$ cat src/design/sfd_pkg.sv
`timescale 1ns / 1ps

package sfd_pkg;

  // Frame geometry
  localparam int unsigned FRAME_BYTES  = 25;
  localparam int unsigned NUM_CHANNELS = 16;
  localparam int unsigned DATA_BYTES   = 22;
  localparam int unsigned CHAN_W       = 11;
  localparam int unsigned FRAME_W      = DATA_BYTES * 8;
  localparam int unsigned POS_W        = 5;
  localparam int unsigned CH_W         = 4;

  // Widths of the configuration registers and of the config port
  localparam int unsigned SCALE_W  = 12;
  localparam int unsigned CENTER_W = 11;
  localparam int unsigned OFFSET_W = 12;
  localparam int unsigned COUNT_W  = 5;
  localparam int unsigned CFG_IDX_W  = 8;
  localparam int unsigned CFG_DATA_W = 12;

  // Depth of the frame queue between front and back
  localparam int unsigned QUEUE_DEPTH = 2;

  // Special byte values
  localparam logic [7:0] HEADER_BYTE = 8'h0F;
  localparam logic [7:0] FOOTER_0    = 8'h00;
  localparam logic [7:0] FOOTER_1    = 8'h04;
  localparam logic [7:0] FOOTER_2    = 8'h14;
  localparam logic [7:0] FOOTER_3    = 8'h24;
  localparam logic [7:0] FOOTER_4    = 8'h34;

  // Configuration reset values
  localparam logic [SCALE_W-1:0]  SCALE_RESET  = 12'd659;
  localparam logic [CENTER_W-1:0] CENTER_RESET = 11'd1024;
  localparam logic [OFFSET_W-1:0] OFFSET_RESET = 12'd1500;
  localparam logic [COUNT_W-1:0]  COUNT_RESET  = 5'd10;

  // Register indexes on the configuration port
  typedef enum logic [CFG_IDX_W-1:0] {
    REG_SCALE  = 8'd0,
    REG_CENTER = 8'd1,
    REG_OFFSET = 8'd2,
    REG_COUNT  = 8'd3
  } cfg_reg_e;

  // Channel payload of one frame, byte 1 in the low bits
  typedef logic [FRAME_W-1:0] frame_t;

  // Live configuration seen by the back part
  typedef struct packed {
    logic [SCALE_W-1:0]  scale_q10;
    logic [CENTER_W-1:0] center_value;
    logic [OFFSET_W-1:0] offset_value;
    logic [COUNT_W-1:0]  scaled_channel_count;
  } cfg_t;

  // Push side of the frame queue
  typedef struct packed {
    logic   push;
    frame_t data;
  } q_push_t;

  // Head of the frame queue as seen by the back part
  typedef struct packed {
    logic   empty;
    logic   full;
    frame_t head;
  } q_status_t;

  function automatic logic footer_ok(input logic [7:0] b);
    return (b == FOOTER_0) || (b == FOOTER_1) || (b == FOOTER_2) ||
           (b == FOOTER_3) || (b == FOOTER_4);
  endfunction

endpackage

$ cat src/design/sfd_byte_if.sv
`timescale 1ns / 1ps

interface sfd_byte_if;
  logic       valid;
  logic       ready;
  logic [7:0] rx_byte;

  modport source (output valid, output rx_byte, input ready);
  modport sink   (input valid, input rx_byte, output ready);
endinterface

$ cat src/design/sfd_result_if.sv
`timescale 1ns / 1ps

interface sfd_result_if;
  logic                            valid;
  logic                            ready;
  logic [sfd_pkg::CH_W-1:0]        channel_index;
  logic [sfd_pkg::CHAN_W-1:0]      raw_value;
  logic signed [15:0]              scaled_value;
  logic                            scaled_valid;
  logic                            last_channel;

  modport source (output valid, output channel_index, output raw_value,
                  output scaled_value, output scaled_valid, output last_channel,
                  input ready);
  modport sink   (input valid, input channel_index, input raw_value,
                  input scaled_value, input scaled_valid, input last_channel,
                  output ready);
endinterface

$ cat src/design/sfd_cfg_if.sv
`timescale 1ns / 1ps

interface sfd_cfg_if;
  logic                              valid;
  logic                              ready;
  logic [sfd_pkg::CFG_IDX_W-1:0]     index;
  logic [sfd_pkg::CFG_DATA_W-1:0]    data;

  modport source (output valid, output index, output data, input ready);
  modport sink   (input valid, input index, input data, output ready);
endinterface

$ cat src/design/sfd_front.sv
`timescale 1ns / 1ps

module sfd_front (
  input  logic                 clk_i,
  input  logic                 rst_ni,
  sfd_byte_if.sink             rx,
  input  logic                 q_full_i,
  output sfd_pkg::q_push_t     q_push_o
);

  logic [sfd_pkg::POS_W-1:0] pos_q, pos_d;
  sfd_pkg::frame_t           data_q;
  logic [sfd_pkg::POS_W-1:0] slot;
  logic                      at_footer;
  logic                      beat;

  // The footer beat waits while the queue has no room for the frame.
  assign at_footer = (pos_q == sfd_pkg::POS_W'(sfd_pkg::FRAME_BYTES - 1));
  assign rx.ready  = !(at_footer && q_full_i);
  assign beat      = rx.valid && rx.ready;
  assign slot      = pos_q - sfd_pkg::POS_W'(1);

  // Frame position: zero is idle, waiting for a header byte.
  always_comb begin
    pos_d = pos_q;
    if (beat) begin
      if (pos_q == '0) begin
        if (rx.rx_byte == sfd_pkg::HEADER_BYTE) begin
          pos_d = sfd_pkg::POS_W'(1);
        end
      end else if (at_footer) begin
        pos_d = '0;
      end else begin
        pos_d = pos_q + sfd_pkg::POS_W'(1);
      end
    end
  end

  always_ff @(posedge clk_i or negedge rst_ni) begin
    if (!rst_ni) begin
      pos_q <= '0;
    end else begin
      pos_q <= pos_d;
    end
  end

  // Channel bytes land in fixed slots; the flags byte is not kept.
  always_ff @(posedge clk_i) begin
    for (int i = 0; i < sfd_pkg::DATA_BYTES; i++) begin
      if (beat && pos_q != '0 && slot == sfd_pkg::POS_W'(i)) begin
        data_q[i*8 +: 8] <= rx.rx_byte;
      end
    end
  end

  // A complete frame with a good footer goes to the queue.
  always_comb begin
    q_push_o.push = beat && at_footer && sfd_pkg::footer_ok(rx.rx_byte);
    q_push_o.data = data_q;
  end

endmodule

$ cat src/design/sfd_queue.sv
`timescale 1ns / 1ps

module sfd_queue #(
  parameter int unsigned DEPTH = sfd_pkg::QUEUE_DEPTH
) (
  input  logic                 clk_i,
  input  logic                 rst_ni,
  input  sfd_pkg::q_push_t     push_i,
  input  logic                 pop_i,
  output sfd_pkg::q_status_t   status_o
);

  localparam int unsigned PTR_W = (DEPTH > 1) ? $clog2(DEPTH) : 1;
  localparam int unsigned CNT_W = $clog2(DEPTH + 1);

  sfd_pkg::frame_t mem_q [DEPTH];
  logic [PTR_W-1:0] wr_ptr_q, rd_ptr_q;
  logic [CNT_W-1:0] count_q;
  logic             do_push, do_pop;

  assign do_push = push_i.push && (count_q != CNT_W'(DEPTH));
  assign do_pop  = pop_i && (count_q != '0);

  function automatic logic [PTR_W-1:0] ptr_next(input logic [PTR_W-1:0] p);
    return (p == PTR_W'(DEPTH - 1)) ? '0 : p + PTR_W'(1);
  endfunction

  // Pointers and fill count
  always_ff @(posedge clk_i or negedge rst_ni) begin
    if (!rst_ni) begin
      wr_ptr_q <= '0;
      rd_ptr_q <= '0;
      count_q  <= '0;
    end else begin
      if (do_push) wr_ptr_q <= ptr_next(wr_ptr_q);
      if (do_pop)  rd_ptr_q <= ptr_next(rd_ptr_q);
      if (do_push && !do_pop) begin
        count_q <= count_q + CNT_W'(1);
      end else if (do_pop && !do_push) begin
        count_q <= count_q - CNT_W'(1);
      end
    end
  end

  // Frame storage
  always_ff @(posedge clk_i) begin
    if (do_push) mem_q[wr_ptr_q] <= push_i.data;
  end

  always_comb begin
    status_o.empty = (count_q == '0);
    status_o.full  = (count_q == CNT_W'(DEPTH));
    status_o.head  = mem_q[rd_ptr_q];
  end

endmodule

$ cat src/design/sfd_back.sv
`timescale 1ns / 1ps

module sfd_back (
  input  logic                 clk_i,
  input  logic                 rst_ni,
  input  sfd_pkg::cfg_t        cfg_i,
  input  sfd_pkg::q_status_t   q_status_i,
  output logic                 q_pop_o,
  sfd_result_if.source         res
);

  localparam int unsigned PROD_W = sfd_pkg::SCALE_W + 1 + sfd_pkg::CENTER_W + 1;
  localparam int unsigned Q_W    = PROD_W - 10;
  localparam int unsigned SUM_W  = 18;

  logic [sfd_pkg::CH_W-1:0]   ch_q;
  logic                       advance, issue;
  logic [sfd_pkg::CHAN_W-1:0] raw_sel;

  // Stage 1: unpacked channel and offset from center
  logic                       s1_valid_q;
  logic [sfd_pkg::CH_W-1:0]   s1_ch_q;
  logic [sfd_pkg::CHAN_W-1:0] s1_raw_q;
  logic signed [sfd_pkg::CENTER_W:0] s1_diff_q;
  logic                       s1_sv_q;

  // Stage 2: product with the gain
  logic                       s2_valid_q;
  logic [sfd_pkg::CH_W-1:0]   s2_ch_q;
  logic [sfd_pkg::CHAN_W-1:0] s2_raw_q;
  logic signed [PROD_W-1:0]   s2_prod_q;
  logic                       s2_sv_q;

  // Output register
  logic                       out_valid_q;
  logic [sfd_pkg::CH_W-1:0]   out_ch_q;
  logic [sfd_pkg::CHAN_W-1:0] out_raw_q;
  logic signed [15:0]         out_scaled_q;
  logic                       out_sv_q;

  logic signed [Q_W-1:0]      quot;
  logic signed [SUM_W-1:0]    sum;
  logic signed [15:0]         sat;

  // The whole pipeline moves together whenever the output slot frees up.
  assign advance = !out_valid_q || res.ready;
  assign issue   = advance && !q_status_i.empty;
  assign q_pop_o = issue && (ch_q == sfd_pkg::CH_W'(sfd_pkg::NUM_CHANNELS - 1));

  // Pick the 11-bit field of the current channel.
  always_comb begin
    raw_sel = '0;
    for (int c = 0; c < sfd_pkg::NUM_CHANNELS; c++) begin
      if (ch_q == sfd_pkg::CH_W'(c)) begin
        raw_sel = q_status_i.head[c*sfd_pkg::CHAN_W +: sfd_pkg::CHAN_W];
      end
    end
  end

  // Floor shift, offset and clamp to signed 16 bits.
  always_comb begin
    quot = s2_prod_q[PROD_W-1:10];
    sum  = SUM_W'(quot) + $signed({{(SUM_W - sfd_pkg::OFFSET_W){1'b0}}, cfg_i.offset_value});
    if (sum > SUM_W'(32767)) begin
      sat = 16'sd32767;
    end else if (sum < -SUM_W'(32768)) begin
      sat = -16'sd32768;
    end else begin
      sat = sum[15:0];
    end
  end

  // Control: channel counter and stage valids
  always_ff @(posedge clk_i or negedge rst_ni) begin
    if (!rst_ni) begin
      ch_q        <= '0;
      s1_valid_q  <= 1'b0;
      s2_valid_q  <= 1'b0;
      out_valid_q <= 1'b0;
    end else if (advance) begin
      if (issue) ch_q <= ch_q + sfd_pkg::CH_W'(1);
      s1_valid_q  <= issue;
      s2_valid_q  <= s1_valid_q;
      out_valid_q <= s2_valid_q;
    end
  end

  // Datapath registers
  always_ff @(posedge clk_i) begin
    if (advance) begin
      s1_ch_q   <= ch_q;
      s1_raw_q  <= raw_sel;
      s1_diff_q <= $signed({1'b0, raw_sel}) - $signed({1'b0, cfg_i.center_value});
      s1_sv_q   <= {1'b0, ch_q} < cfg_i.scaled_channel_count;

      s2_ch_q   <= s1_ch_q;
      s2_raw_q  <= s1_raw_q;
      s2_prod_q <= PROD_W'(s1_diff_q * $signed({1'b0, cfg_i.scale_q10}));
      s2_sv_q   <= s1_sv_q;

      out_ch_q     <= s2_ch_q;
      out_raw_q    <= s2_raw_q;
      out_scaled_q <= s2_sv_q ? sat : 16'sd0;
      out_sv_q     <= s2_sv_q;
    end
  end

  assign res.valid         = out_valid_q;
  assign res.channel_index = out_ch_q;
  assign res.raw_value     = out_raw_q;
  assign res.scaled_value  = out_scaled_q;
  assign res.scaled_valid  = out_sv_q;
  assign res.last_channel  = (out_ch_q == sfd_pkg::CH_W'(sfd_pkg::NUM_CHANNELS - 1));

endmodule

$ cat src/design/sbus_frame_decoder.sv
`timescale 1ns / 1ps

// Takes one byte per cycle; a header byte plus 24 more make a frame.
// A good frame gives 16 channel beats; the first comes out once the frame has passed the queue
// and the three-stage unpack/multiply/clamp pipeline, then one per cycle while res_o.ready does not stall it.
// A full frame queue holds back only the footer beat of the next frame.
// Reset (rst_ni low, asynchronous) empties the queue and pipeline, returns to idle
// and loads the default gain, center, offset and scaled channel count.
module sbus_frame_decoder #(
  parameter int unsigned QUEUE_DEPTH = sfd_pkg::QUEUE_DEPTH
) (
  input  logic         clk_i,
  input  logic         rst_ni,
  sfd_byte_if.sink     rx_i,
  sfd_cfg_if.sink      cfg_i,
  sfd_result_if.source res_o
);

  sfd_pkg::cfg_t      cfg_q;
  sfd_pkg::q_push_t   q_push;
  sfd_pkg::q_status_t q_status;
  logic               q_pop;
  sfd_pkg::cfg_reg_e  cfg_idx;

  // Configuration registers, always ready
  assign cfg_i.ready = 1'b1;
  assign cfg_idx     = sfd_pkg::cfg_reg_e'(cfg_i.index);

  always_ff @(posedge clk_i or negedge rst_ni) begin
    if (!rst_ni) begin
      cfg_q.scale_q10            <= sfd_pkg::SCALE_RESET;
      cfg_q.center_value         <= sfd_pkg::CENTER_RESET;
      cfg_q.offset_value         <= sfd_pkg::OFFSET_RESET;
      cfg_q.scaled_channel_count <= sfd_pkg::COUNT_RESET;
    end else if (cfg_i.valid) begin
      case (cfg_idx)
        sfd_pkg::REG_SCALE:  cfg_q.scale_q10    <= cfg_i.data[sfd_pkg::SCALE_W-1:0];
        sfd_pkg::REG_CENTER: cfg_q.center_value <= cfg_i.data[sfd_pkg::CENTER_W-1:0];
        sfd_pkg::REG_OFFSET: cfg_q.offset_value <= cfg_i.data[sfd_pkg::OFFSET_W-1:0];
        sfd_pkg::REG_COUNT: begin
          cfg_q.scaled_channel_count <= cfg_i.data[sfd_pkg::COUNT_W-1:0];
        end
        default: ;
      endcase
    end
  end

  sfd_front u_front (
    .clk_i    (clk_i),
    .rst_ni   (rst_ni),
    .rx       (rx_i),
    .q_full_i (q_status.full),
    .q_push_o (q_push)
  );

  sfd_queue #(
    .DEPTH (QUEUE_DEPTH)
  ) u_queue (
    .clk_i    (clk_i),
    .rst_ni   (rst_ni),
    .push_i   (q_push),
    .pop_i    (q_pop),
    .status_o (q_status)
  );

  sfd_back u_back (
    .clk_i      (clk_i),
    .rst_ni     (rst_ni),
    .cfg_i      (cfg_q),
    .q_status_i (q_status),
    .q_pop_o    (q_pop),
    .res        (res_o)
  );

  // A frame is never pushed into a full queue.
  assert property (@(posedge clk_i) disable iff (!rst_ni)
    q_push.push |-> !q_status.full)
    else $error("frame pushed into full queue");

  // The back part never pops an empty queue.
  assert property (@(posedge clk_i) disable iff (!rst_ni)
    q_pop |-> !q_status.empty)
    else $error("pop from empty queue");

  // An unscaled channel carries a zero scaled value.
  assert property (@(posedge clk_i) disable iff (!rst_ni)
    (res_o.valid && !res_o.scaled_valid) |-> (res_o.scaled_value == 16'sd0))
    else $error("nonzero scaled value on unscaled channel");

  // A delivered channel other than the last is followed by the next channel.
  assert property (@(posedge clk_i) disable iff (!rst_ni)
    (res_o.valid && res_o.ready && !res_o.last_channel) ##1 res_o.valid |->
      (res_o.channel_index == $past(res_o.channel_index) + 4'd1))
    else $error("channel order broken");

endmodule
$ cat src/flat_wrapper.sv
// flat-port wrapper written by rule: the top's interface ports become plain ports
module sbus_frame_decoder_flat 
#(
  parameter int unsigned QUEUE_DEPTH = sfd_pkg::QUEUE_DEPTH
)
  (clk_i, rst_ni, rx_i_valid, rx_i_rx_byte, rx_i_ready, cfg_i_valid, cfg_i_index, cfg_i_data, cfg_i_ready, res_o_valid, res_o_channel_index, res_o_raw_value, res_o_scaled_value, res_o_scaled_valid, res_o_last_channel, res_o_ready);
  sfd_byte_if rx_i_i ();
  sfd_cfg_if cfg_i_i ();
  sfd_result_if res_o_i ();
  input  logic clk_i;
  input  logic rst_ni;
  input wire logic [$bits(rx_i_i.valid)-1:0] rx_i_valid;
  input wire logic [$bits(rx_i_i.rx_byte)-1:0] rx_i_rx_byte;
  output wire logic [$bits(rx_i_i.ready)-1:0] rx_i_ready;
  input wire logic [$bits(cfg_i_i.valid)-1:0] cfg_i_valid;
  input wire logic [$bits(cfg_i_i.index)-1:0] cfg_i_index;
  input wire logic [$bits(cfg_i_i.data)-1:0] cfg_i_data;
  output wire logic [$bits(cfg_i_i.ready)-1:0] cfg_i_ready;
  output wire logic [$bits(res_o_i.valid)-1:0] res_o_valid;
  output wire logic [$bits(res_o_i.channel_index)-1:0] res_o_channel_index;
  output wire logic [$bits(res_o_i.raw_value)-1:0] res_o_raw_value;
  output wire logic [$bits(res_o_i.scaled_value)-1:0] res_o_scaled_value;
  output wire logic [$bits(res_o_i.scaled_valid)-1:0] res_o_scaled_valid;
  output wire logic [$bits(res_o_i.last_channel)-1:0] res_o_last_channel;
  input wire logic [$bits(res_o_i.ready)-1:0] res_o_ready;
  assign rx_i_i.valid = rx_i_valid;
  assign rx_i_i.rx_byte = rx_i_rx_byte;
  assign rx_i_ready = rx_i_i.ready;
  assign cfg_i_i.valid = cfg_i_valid;
  assign cfg_i_i.index = cfg_i_index;
  assign cfg_i_i.data = cfg_i_data;
  assign cfg_i_ready = cfg_i_i.ready;
  assign res_o_valid = res_o_i.valid;
  assign res_o_channel_index = res_o_i.channel_index;
  assign res_o_raw_value = res_o_i.raw_value;
  assign res_o_scaled_value = res_o_i.scaled_value;
  assign res_o_scaled_valid = res_o_i.scaled_valid;
  assign res_o_last_channel = res_o_i.last_channel;
  assign res_o_i.ready = res_o_ready;
  sbus_frame_decoder #(.QUEUE_DEPTH(QUEUE_DEPTH)) u_core (.clk_i(clk_i), .rst_ni(rst_ni), .rx_i(rx_i_i), .cfg_i(cfg_i_i), .res_o(res_o_i));
endmodule
$ cat config.mk
export PLATFORM = sky130hd
export DESIGN_NAME = sbus_frame_decoder_flat
export DESIGN_NICKNAME = d
export VERILOG_FILES = /design/src/design/sfd_pkg.sv /design/src/design/sfd_byte_if.sv /design/src/design/sfd_result_if.sv /design/src/design/sfd_cfg_if.sv /design/src/design/sfd_front.sv /design/src/design/sfd_queue.sv /design/src/design/sfd_back.sv /design/src/design/sbus_frame_decoder.sv /design/src/flat_wrapper.sv
export SDC_FILE = /design/constraint.sdc
export NUM_CORES = 1
export LEC_CHECK = 0
export BUFFER_PORTS_ARGS = -buffer_cell sky130_fd_sc_hd__buf_4
export CAP_MARGIN = 10
export CELL_PAD_IN_SITES_DETAIL_PLACEMENT = 1
export CELL_PAD_IN_SITES_GLOBAL_PLACEMENT = 2
export CORE_UTILIZATION = 23
export DETAILED_ROUTE_END_ITERATION = 10
export PLACE_DENSITY_LB_ADDON = 0.1
export SLEW_MARGIN = 0
export SYNTH_ARGS = -nofsm -noshare
export SYNTH_HDL_FRONTEND = slang
export SYNTH_HIERARCHICAL = 1
export SYNTH_SLANG_ARGS = --single-unit
$ cat constraint.sdc
create_clock -name clk_i -period 8.7 [get_ports clk_i]
set_input_delay 0.87 -clock clk_i [delete_from_list [all_inputs] [get_ports clk_i]]
set_output_delay 0.87 -clock clk_i [all_outputs]
set_load 0.03 [all_outputs]
==> results by group <==
Floorplanning
  – Initial core utilization: 23.2%
  – # rows: roughly 140
  – I/O pins: just under 70
  – Die ar.: ~140000 µm²
  – Die height: 375 µm
  – Core ar.: approximately 140000 µm²
  – Die width: about 370 µm

Global route
  – Vias in the first global route: 19.0k
  – Largest net degree at the start of global routing: 77
  – GRT Total Usage: about an eighth
  – First-pass GRT wire length: about 130000 µm
  – GR Overflow Total: 0
  – Initial antenna violation count: 3

Finish
  – Nets: between 2k and 2.5k
  – Layout area overhead: 16.1%
  – Post-route cell area: 37100 µm²
  – Layout cell share with drive strength beyond 1: 21.0%
  – Fill cells: around 15k
  – Most frequent cells in the layout: 619 x edfxtp_1, 177 x inv_1, 159 x nand2_1, 144 x mux2_4, 108 x ha_1
  – FF/Latch Area: 20000 µm²
  – Area of the multi-input gates: about 11000 µm²
  – Commonest non-fill, non-tap cell in the layout: edfxtp_1

Clock tree
  – Clock root buffer: clkbuf_16
  – H-tree levels: 3
  – Clock buffers created by TritonCTS: between 80 and 90
  – CTS tree: done
  – Max clock buf depth: 3
  – Reg clk slew, reported paths: 0.07 ns
  – CTS Sinks: 675
  – Worst-Skew Late Latency: 0.69 ns

Logic synthesis
  – Seq cells post-synth: 675
  – Synth warn: 6
  – Synth async-reset ratio: under 10%
  – Unique masters post-synth: between 80 and 90
  – Synth top area share: approximately three fifths
  – Mapped Nets: 2338
  – Synthesized instance count: between 2k and 2.5k
  – Mapped Avg Cell Area: 15.3 µm²
  – Dominant cells by area after synthesis: edfxtp_1 58%, mux2_4 6.8%, fa_1 6.3%
  – Post-Syn Area: about 32000 µm²
  – Post-synthesis sequential area ratio: between 60 and 70%
  – Post-synth EDFFs: 619
  – Largest area contributor in the netlist: edfxtp_1
  – Top FF cell, synth: edfxtp_1

Drt
  – DR vias/cell: 4.24
  – Initial DRC count: 946
  – Post-route DRC violation count: 0
  – Final wirelength: 92100 µm
  – Post-DRT Antenna Nets: 0
  – Initial DRT Pass Iterations: 5
  – Post-DR wirelength/cell: 22.7 µm
  – Via count: 17.2k

STA
  – Final worst path period share: roughly 67%
  – Sum of negative setup slack: 0 ns
  – Layout Skew: around 0.025 ns
  – Hold Violations, Final: 0
  – Post-layout min period: 5.81 ns
  – Fmax achieved: ~170 MHz
  – Slew Viols, Final: 0
  – RSZ-0062 raised after global routing: no
  – Finish-stage setup viols: 0
  – Tightest Pin Transition: 1.07 ns
  – Worst slew margin: 28.7%

Placement
  – Final Wtd Congestion: 0.735
  – Half-perimeter wire length after placement: about 60000 µm
  – Port bufs: 67
  – Area after DPL: 34500 µm²

Power and ir drop
  – P_leak: 0.0138 µW
  – Logic pwr share: 25.5%
  – PwrDens: 274 nW/µm²
  – Int Pwr: 6770 µW
  – Sw frac: 33.3%
  – Sw Pwr: 3380 µW
  – Clock network fraction of design power: 32.5%
  – Max IR drop VDD: 0.000156 V
  – Register share of total power: 42.0%

Setup path
  – Critical path class: reg2reg
  – Most used cell, CP: fa_1
  – Slowest stage cell on the critical path: edfxtp_1
  – CP Launch Type: flop
  – CP endpoint: u_core/u_back/s2_prod_q[23]$_DFFE_PN_
  – Crit path from: u_core/u_back/s1_diff_q[3]$_DFFE_PN_
  – Required @ worst endpoint: 9.11 ns
  – Crit path max fanout: 12
  – R2r endpoint: u_core/u_back/s2_prod_q[23]$_DFFE_PN_
  – CP Cell Sequence: nand2_1, fa_1, inv_1, fa_1, fa_1, fa_1, inv_1, fa_1, inv_1, ha_1, a21o_1, a21o_1, or4_1, a21o_1, and3_4, a221o_1
  – Worst R2R Path Depth: 16
  – Crit path DAT: 6.22 ns
  – Largest stage delay on the critical path: 0.68 ns
  – Setup crit end kind: flop
  – Worst r2r src: u_core/u_back/s1_diff_q[3]$_DFFE_PN_
  – R2R setup slack: 2.89 ns

Run status
  – Outcome: completed

Min path
  – HP Class: reg2reg

Job
  – Max cap viols: 0
## worst min-delay path by stage
stage	start	to	slack (ns)	cells past startpoint
global route	u_core/u_back/s2_ch_q[2]$_DFFE_PN_	u_core/u_back/res.channel_index[2]$_DFFE_PN_	0.41	0
finish	u_core/u_back/s1_raw_q[10]$_DFFE_PN_	u_core/u_back/s2_raw_q[10]$_DFFE_PN_	0.40	0
CTS	u_core/u_back/s1_raw_q[10]$_DFFE_PN_	u_core/u_back/s2_raw_q[10]$_DFFE_PN_	0.41	0
floorplan	u_core/u_back/s2_ch_q[0]$_DFFE_PN_	u_core/u_back/res.channel_index[0]$_DFFE_PN_	0.40	0
global placement	u_core/u_back/s2_ch_q[2]$_DFFE_PN_	u_core/u_back/res.channel_index[2]$_DFFE_PN_	0.40	0
detailed placement	u_core/u_back/s1_raw_q[3]$_DFFE_PN_	u_core/u_back/s2_raw_q[3]$_DFFE_PN_	0.41	0
## Yosys cell counts (12+ instances only)
cell type and instances:
a21o_1 12, a21oi_1 47, a221oi_1 17, a31oi_1 15
and2_1 59, and3_1 18, buf_6 21, clkbuf_1 51
dfrtp_1 41, dfstp_2 15, edfxtp_1 619, fa_1 101
ha_1 110, inv_1 178, mux2_2 73, mux2_4 144
nand2_1 159, nand2b_1 13, nand3_1 17, nor2_1 59
nor2b_1 36, nor3_1 17, o21ai_0 55, xnor2_1 20
## timing repair
| action | 4_1_cts | 5_1_grt |
|---|---|---|
| hold buffers | 1 | 0 |
| setup buffers | 0 | 0 |
| gates resized for setup | 0 | 0 |
| endpoints found under the hold margin | 5 | 0 |
## power by group through the flow
stage	Clock (µW)	Sequential, µW	Combinational [µW]
2_1_floorplan	0	4260	1600
3_3_place_gp	0	4330	2680
3_5_place_dp	0	4340	2680
4_1_cts	3440	4280	2690
5_1_grt	3550	4310	2900
6_report	3300	4260	2590
## flip-flops by register name, indices dropped and copies added, names as in the netlist
signal	count
u_core/u_back/ch_q	4
u_core/u_back/res.channel_index	4
u_core/cfg_q	40
u_core/u_back/s2_prod_q	15
u_core/u_queue/mem_q	352
u_core/u_back/s2_ch_q	4
u_core/u_back/s2_sv_q	1
u_core/u_front/data_q	176
u_core/u_back/s2_valid_q	1
u_core/u_back/s1_ch_q	4
u_core/u_back/s1_raw_q	11
u_core/u_back/res.scaled_valid	1
u_core/u_back/s1_sv_q	1
u_core/u_back/res.scaled_value	16
u_core/u_back/s2_raw_q	11
u_core/u_back/res.valid	1
u_core/u_back/res.raw_value	11
u_core/u_back/s1_diff_q	12
u_core/u_queue/wr_ptr_q	1
u_core/u_back/s1_valid_q	1
u_core/u_front/pos_q	5
u_core/u_queue/rd_ptr_q	1
u_core/u_queue/count_q	2
## worst max-delay path: cells and delay by family (launching register included)
kind / cells / cell delay, ns
flip-flops: 1 / 0.68
AO/OA/AOI/OAI: 4 / 0.93
adder cells (fa/ha/maj): 6 / 2.95
AND/OR/NAND/NOR: 3 / 0.84
buffers and inverters: 3 / 0.15
## final cells by class
class	count	area share [%]
antenna	2	0.0135
sequential	675	54.0
timing repair buffer	102	2.14
clock inverter	44	0.979
multi-input combinational	1152	29.0
inverter	179	1.82
clock buffer	110	5.96
tap	1794	6.06
## stage by stage
| step | hold WS (ns) | cells | power, µW | setup slack [ns] | util [%] |
|---|---|---|---|---|---|
| final | 0.403 | 4058 | 10100 | 2.89 | 26.9 |
| after floorplan | 0.400 | 2094 | 5860 | 1.67 | - |
| after CTS | 0.406 | 4056 | 10400 | 2.82 | 26.9 |
| after detailed placement | 0.406 | 3901 | 7020 | 2.86 | 25.0 |
| after global routing | 0.413 | 4056 | 10800 | 2.62 | 26.9 |
| after global placement | 0.404 | 3901 | 7010 | 2.90 | 25.0 |
## routing by layer
| metal | wire (µm) | up-vias | GRT usage (%) |
|---|---|---|---|
| li1 | - | 7850 | - |
| met1 | 43000 | 8985 | 17.6 |
| met2 | 44100 | 269 | 21.9 |
| met3 | 2990 | 100 | 2.00 |
| met4 | 2020 | 0 | 3.97 |
| met5 | 0 | - | 0 |
## kinds of logic after synthesis
group,share of synthesized area (%)
adder cells (fa/ha/maj),10.6
AND/OR/NAND/NOR,6.98
AO/OA/AOI/OAI,5.79
other,0.0117
flip-flops,62.7
XOR/XNOR,0.795
buffers and inverters,3.71
multiplexers,9.41
Note: power is estimated with default switching activity, not from simulation.
